$ cat config.mk
export PLATFORM = sky130hd
export DESIGN_NAME = fbcc_ctrl
export DESIGN_NICKNAME = d
export VERILOG_FILES = /design/src/rtl/fbcc_pkg.sv /design/src/rtl/fbcc_ctrl.sv
export SDC_FILE = /design/constraint.sdc
export NUM_CORES = 1
export LEC_CHECK = 0
export BUFFER_PORTS_ARGS = -buffer_cell sky130_fd_sc_hd__buf_2
export CORE_AREA = 2 2 39 41
export CTS_CLUSTER_SIZE = 8
export DETAILED_ROUTE_END_ITERATION = 8
export DIE_AREA = 0 0 41 43
export PLACE_DENSITY_LB_ADDON = 0.25
export SLEW_MARGIN = 20
export SYNTH_ARGS = -nofsm -noshare
export SYNTH_HDL_FRONTEND = slang
export SYNTH_SLANG_ARGS = --single-unit
$ cat constraint.sdc
create_clock -name clk -period 1.4 [get_ports clk]
set_clock_uncertainty 0.1 [all_clocks]
set_input_delay 0.21 -clock clk [delete_from_list [all_inputs] [get_ports clk]]
set_output_delay 0.21 -clock clk [all_outputs]
set_load 0.02 [all_outputs]
$ cat src/rtl/fbcc_pkg.sv
package fbcc_pkg;

    // Field widths of the request, response and configuration channels
    localparam int KEY_HIGH_W = 64;
    localparam int KEY_MID_W  = 64;
    localparam int KEY_LOW_W  = 32;
    localparam int LEN_W      = 17;
    localparam int COUNT_W    = 9;
    localparam int BUDGET_W   = 25;

    localparam logic [BUDGET_W-1:0] BUDGET_RESET = 25'd16777216;
    localparam longint BUDGET_MAX = (longint'(1) << BUDGET_W) - 1;
    localparam int LEN_MAX = (1 << LEN_W) - 1;

    // Defaults for the top-level parameters
    localparam int DEF_RING_ENTRIES    = 256;
    localparam int DEF_MAX_CHUNK_BYTES = 65536;
    localparam int DEF_ENTRY_OVERHEAD  = 64;

    // Request codes
    localparam logic REQ_LOOKUP = 1'b0;
    localparam logic REQ_INSERT = 1'b1;

    // Commands from the controller to the datapath
    typedef struct packed {
        logic load;        // capture a new request, clear per-request results
        logic scan_issue;  // read the next held slot of the search
        logic hit_take;    // record the matching slot's length
        logic ev_init;     // arm the eviction target
        logic drop;        // evict the oldest entry
        logic append;      // write the new entry at the tail
        logic out_load;    // move results into the output register
    } cmd_t;

    // Status from the datapath to the controller
    typedef struct packed {
        logic match;       // registered read row equals the requested name
        logic scan_end;    // every held slot has been read
        logic found;       // name found earlier in this request
        logic insert_ok;   // insert with a length within the limit
        logic ev_more;     // eviction target not reached and ring not empty
        logic ring_full;   // every slot is held
    } status_t;

endpackage

$ cat src/rtl/fbcc_ctrl.sv
module fbcc_ctrl import fbcc_pkg::*; (
    input  logic    clk,
    input  logic    rst_n,
    input  logic    in_valid,
    output logic    in_ready,
    output logic    out_valid,
    input  logic    out_ready,
    input  status_t status,
    output cmd_t    cmd
);

    localparam logic [2:0] S_IDLE   = 3'd0;
    localparam logic [2:0] S_SCAN   = 3'd1;
    localparam logic [2:0] S_DECIDE = 3'd2;
    localparam logic [2:0] S_EVICT  = 3'd3;
    localparam logic [2:0] S_APPEND = 3'd4;
    localparam logic [2:0] S_DONE   = 3'd5;

    logic [2:0] state_reg, state_next;
    logic       out_valid_reg, out_valid_next;

    always_comb
    begin
        state_next     = state_reg;
        out_valid_next = out_valid_reg && !out_ready;
        cmd            = '0;
        unique case (state_reg)
            S_IDLE:
            begin
                if (in_valid)
                begin
                    cmd.load   = 1'b1;
                    state_next = S_SCAN;
                end
            end
            S_SCAN:
            begin
                priority if (status.match)
                begin
                    cmd.hit_take = 1'b1;
                    state_next   = S_DECIDE;
                end
                else if (status.scan_end)
                begin
                    state_next = S_DECIDE;
                end
                else
                begin
                    cmd.scan_issue = 1'b1;
                end
            end
            S_DECIDE:
            begin
                if (status.insert_ok && !status.found)
                begin
                    cmd.ev_init = 1'b1;
                    state_next  = S_EVICT;
                end
                else
                begin
                    state_next = S_DONE;
                end
            end
            S_EVICT:
            begin
                priority if (status.ev_more)
                begin
                    cmd.drop = 1'b1;
                end
                else if (status.ring_full)
                begin
                    cmd.drop   = 1'b1;
                    state_next = S_APPEND;
                end
                else
                begin
                    state_next = S_APPEND;
                end
            end
            S_APPEND:
            begin
                cmd.append = 1'b1;
                state_next = S_DONE;
            end
            S_DONE:
            begin
                if (!out_valid_reg || out_ready)
                begin
                    cmd.out_load   = 1'b1;
                    out_valid_next = 1'b1;
                    state_next     = S_IDLE;
                end
            end
            default:
            begin
                state_next = S_IDLE;
            end
        endcase
    end

    always_ff @(posedge clk or negedge rst_n)
    begin
        if (!rst_n)
        begin
            state_reg     <= S_IDLE;
            out_valid_reg <= 1'b0;
        end
        else
        begin
            state_reg     <= state_next;
            out_valid_reg <= out_valid_next;
        end
    end

    assign in_ready  = (state_reg == S_IDLE);
    assign out_valid = out_valid_reg;

    a_load_only_idle: assert property (@(posedge clk) disable iff (!rst_n)
        cmd.load |-> state_reg == S_IDLE)
        else $error("request captured outside idle");

    a_result_held: assert property (@(posedge clk) disable iff (!rst_n)
        (out_valid_reg && !out_ready) |-> !cmd.out_load)
        else $error("result overwritten while waiting");

    a_drop_then_more: assert property (@(posedge clk) disable iff (!rst_n)
        (cmd.drop && state_reg == S_EVICT && status.ring_full && !status.ev_more)
        |=> state_reg == S_APPEND)
        else $error("full-ring eviction not followed by append");

endmodule

== Word level (Yosys, flattened, before mapping) ==
Index checks and enable logic that the tools add are counted.
Widths: inputs -> output; s select.
Storage, ports and cells
  register bits after elaboration: 4
  input port bits: 10
  output and inout port bits: 9
  logic and storage cells: 42
Cells by class
  eq/ne operators: 9
  multiplexer cells: 23
  reduce and logical (&&, ||, !) cells: 8
Operators by type and width (count)
  $mux 3: 6
  $pmux 3 s6: 1
  $mux 1: 15
  $eq 3x2->1 const B: 2
  $eq 3x3->1 const B: 2
  $ne 2x2->1 const B: 3
  $reduce_and 4->1: 1
  $eq 3x1->1 const B: 1
  $logic_not 1->1: 3
  $logic_not 3->1: 1
  $ne 3x3->1 const B: 1
  $logic_and 1x1->1: 2
  $mux 2: 1
  $logic_or 1x1->1: 1

== Depth between registers and ports, before layout ==
  depth after elaboration: 4
  mapped depth: 5
  gate-level depth less buffers: 4

== Least setup slack after synthesis ==
Ideal clock, no wire load.
  path kind: register -> output
  from: reg state_reg[1]
  to: out cmd[5] (netlist name)
  arrival: 1.428 ns
  path slack: -0.338 ns
  stages on the path, launching flop included: 4
  cells stage by stage: dfrtp_1 buf_2 nor2_1 nor4b_1
RTL lines
  start, declared: line fbcc_ctrl.sv:19  | logic [2:0] state_reg, state_next;
  start signal, assigned: line fbcc_ctrl.sv:110  | state_reg <= state_next;
  end, declared: line fbcc_ctrl.sv:9  | output cmd_t cmd

==> metrics.txt <==
status=finished with violations; failing checks=setup timing; number of vias per cell=4.53; RSZ-0062 raised after global routing=yes; met2 usage in global routing=0.184; DIE HEIGHT=43 um; Cell Area, Synth=322 um^2; max_cap viols=0; Synth area leader=dfrtp_1; dpl cell area=514 um^2; main flop type after synthesis=dfrtp_1; worst path arrival time=1250 ps; chip width=41 um; area fraction of the dominant cell type after synthesis=0.311; syn nets=48; first-pass GRT wire length=1.26 mm; CP max-delay cell=dfrtp_2; WP data required=1090 ps; clk buf depth=2; hold slack=151 ps; # rows=14; diode count=0; top cells by area, synth=dfrtp_1 31%, a21oi_1 6.2%, nor2_1 5.8%, nor4b_1 5.4%, o32ai_2 5.1%; max FFs per register=3; Post-Synthesis Cells=38; num ports=19; Final Hold Fails=0; Avg Inst Size Synth=8.46 um^2; pin count of the biggest net entering global routing=7; worst skew pair latency=240 ps; Post-synth top cells=5 x nor2_1, 4 x a21oi_1, 4 x dfrtp_1, 3 x nor3_1; flops & latches, synth=4; sequential element share of the synthesized area=0.311; Leak Pwr=0.333 nW; fmax=640 MHz; Crit Path Max Fanout=5; CTS tree=done; final std cells w/o fill=92; post-route cell area=698 um^2; DRC viols=0; CP cell instances=buf_4, nor4b_4, buf_4; worst vdd ir=0.731 mV; Initial Util=0.232; Initial DRC Count=4; Critical Path Max Stage Delay=450 ps; kind of critical path=flip-flop to output port; die area=0.00176 mm^2; area of the multi-input gates=258 um^2; Top Usage Layer GRT=met2; Synth cell types=22; crit path launch type=flip-flop; Pre-Repair DR Iteration Count=4; Post-synth EDFFs=0; Slew headroom=0.794; DP HPWL=713 um; met1 usage=0.104; area grow syn2layout=117%; Detail Route Antenna Nets=0; Slew Viols, Final=0; minimum clock period=1560 ps; layout cells sized above 1=0.724; GR Overflow Total=0; ys async rst share=1.00; Hold Path Class=primary input to flip-flop; R2R depth=5; Hold Path Cell Cnt=3; number of H-tree levels=1; cts bufs inserted=3; Vias=417; Critical Path End Type=output port; vias in the first global route=331; Port-buffer cells=18; final period utilization=1.12; Clk pin slew, worst setup/hold paths=40 ps; TritonCTS Sinks=4; setup ws final=-162 ps; Synth Warn #=0; area of the core=0.00138 mm^2; Worst Max-Slew Pin Slew=309 ps; area occupied by registers=104 um^2; final wirelength=966 um; routing usage on met3=0.0314; root buffer cell=clkbuf_4; DP Cell Count=80; WL/cell=10.5 um; routability cong.=0.772; Worst path most repeated cell=buf_4; most common cell in the synthesized netlist=nor2_1; layout net count=87; # setup viols final=11; Cell Pwr Density=2100 mW/mm^2; initial antenna violation count=0; GRT Util Overall=0.113; FILL cells=137
[kinds of logic after synthesis]
kind of cell,Yosys count,share of synthesized area
buffers and inverters,5,0.0972
DFF,4,0.311
AOI/OAI and AO/OA,8,0.179
and+or+nand+nor,20,0.366
muxes,1,0.0467
[placed cells by master (no fill, tap or decap), types with 2 or more instances in the layout]
cell type and count:
buf_4 17, buf_2 11, buf_6 8, nor2_1 4
a21oi_1 4, clkbuf_4 3, dfrtp_2 3, nand3b_1 2
nor3_2 2
[per-stage QoR]
stage	setup slack [ps]	power [mW]	util	TNS (ps)
global placement	-69.6	0.949	0.372	-71.4
CTS	-177	1.35	0.463	-1300
floorplan	-126	0.698	-	-207
global route	-247	1.57	0.505	-2020
finish	-162	1.47	0.505	-1190
detailed placement	-134	0.962	0.372	-177
[area by class of cell]
cell class | instances | share of cell area
Sequential cell | 4 | 0.149
Clock buffer | 4 | 0.0376
Tap cell | 16 | 0.0287
Inverter | 2 | 0.0108
Multi-Input combinational cell | 29 | 0.369
Timing Repair Buffer | 37 | 0.405
[layer usage]
| metal | vias to the layer above | routed length (um) |
|---|---|---|
| li1 | 213 | - |
| met1 | 188 | 362 |
| met2 | 14 | 532 |
| met3 | 2 | 56 |
| met4 | 0 | 14 |
| met5 | - | 0 |
[critical path: cells and delay by family (launching register included)]
kind / cells / cell delay, ps
buffers and inverters: 2 / 330
DFF: 1 / 450
and+or+nand+nor: 1 / 230
[report_power, final]
group          total (mW)  leakage (nW)  switching, mW  internal, mW
combinational        1.07         0.271          0.469         0.596
clock               0.160        0.0150         0.0531         0.107
sequential          0.240        0.0469         0.0672         0.173
total                1.47         0.333          0.589         0.877
[worst paths after layout]
| check | startpoint | end | slack [ps] |
|---|---|---|---|
| worst min register to register | out_valid$_DFF_PN0_ | out_valid$_DFF_PN0_ | 460 |
| worst max-delay path | state_reg[1]$_DFFE_PN0P_ | cmd[4] | -160 |
| max in group asynchronous | rst_n | state_reg[2]$_DFFE_PN0P_ | 860 |
| worst max register to register | state_reg[2]$_DFFE_PN0P_ | state_reg[0]$_DFFE_PN0P_ | -120 |
| worst min-delay path | status[1] | state_reg[1]$_DFFE_PN0P_ | 150 |
| min in group asynchronous | rst_n | out_valid$_DFF_PN0_ | 210 |
[what timing repair did]
action / in CTS / in global routing
cloned: 0 / 0
setup endpoints to repair: 10 / 11
pin swaps: 1 / 7
hold endpoints to repair: 4 / 0
buffers inserted: 6 / 1
gates resized for setup: 12 / 14
hold buffers: 1 / 0
No activity file was read; power rests on OpenSTA's default activity.
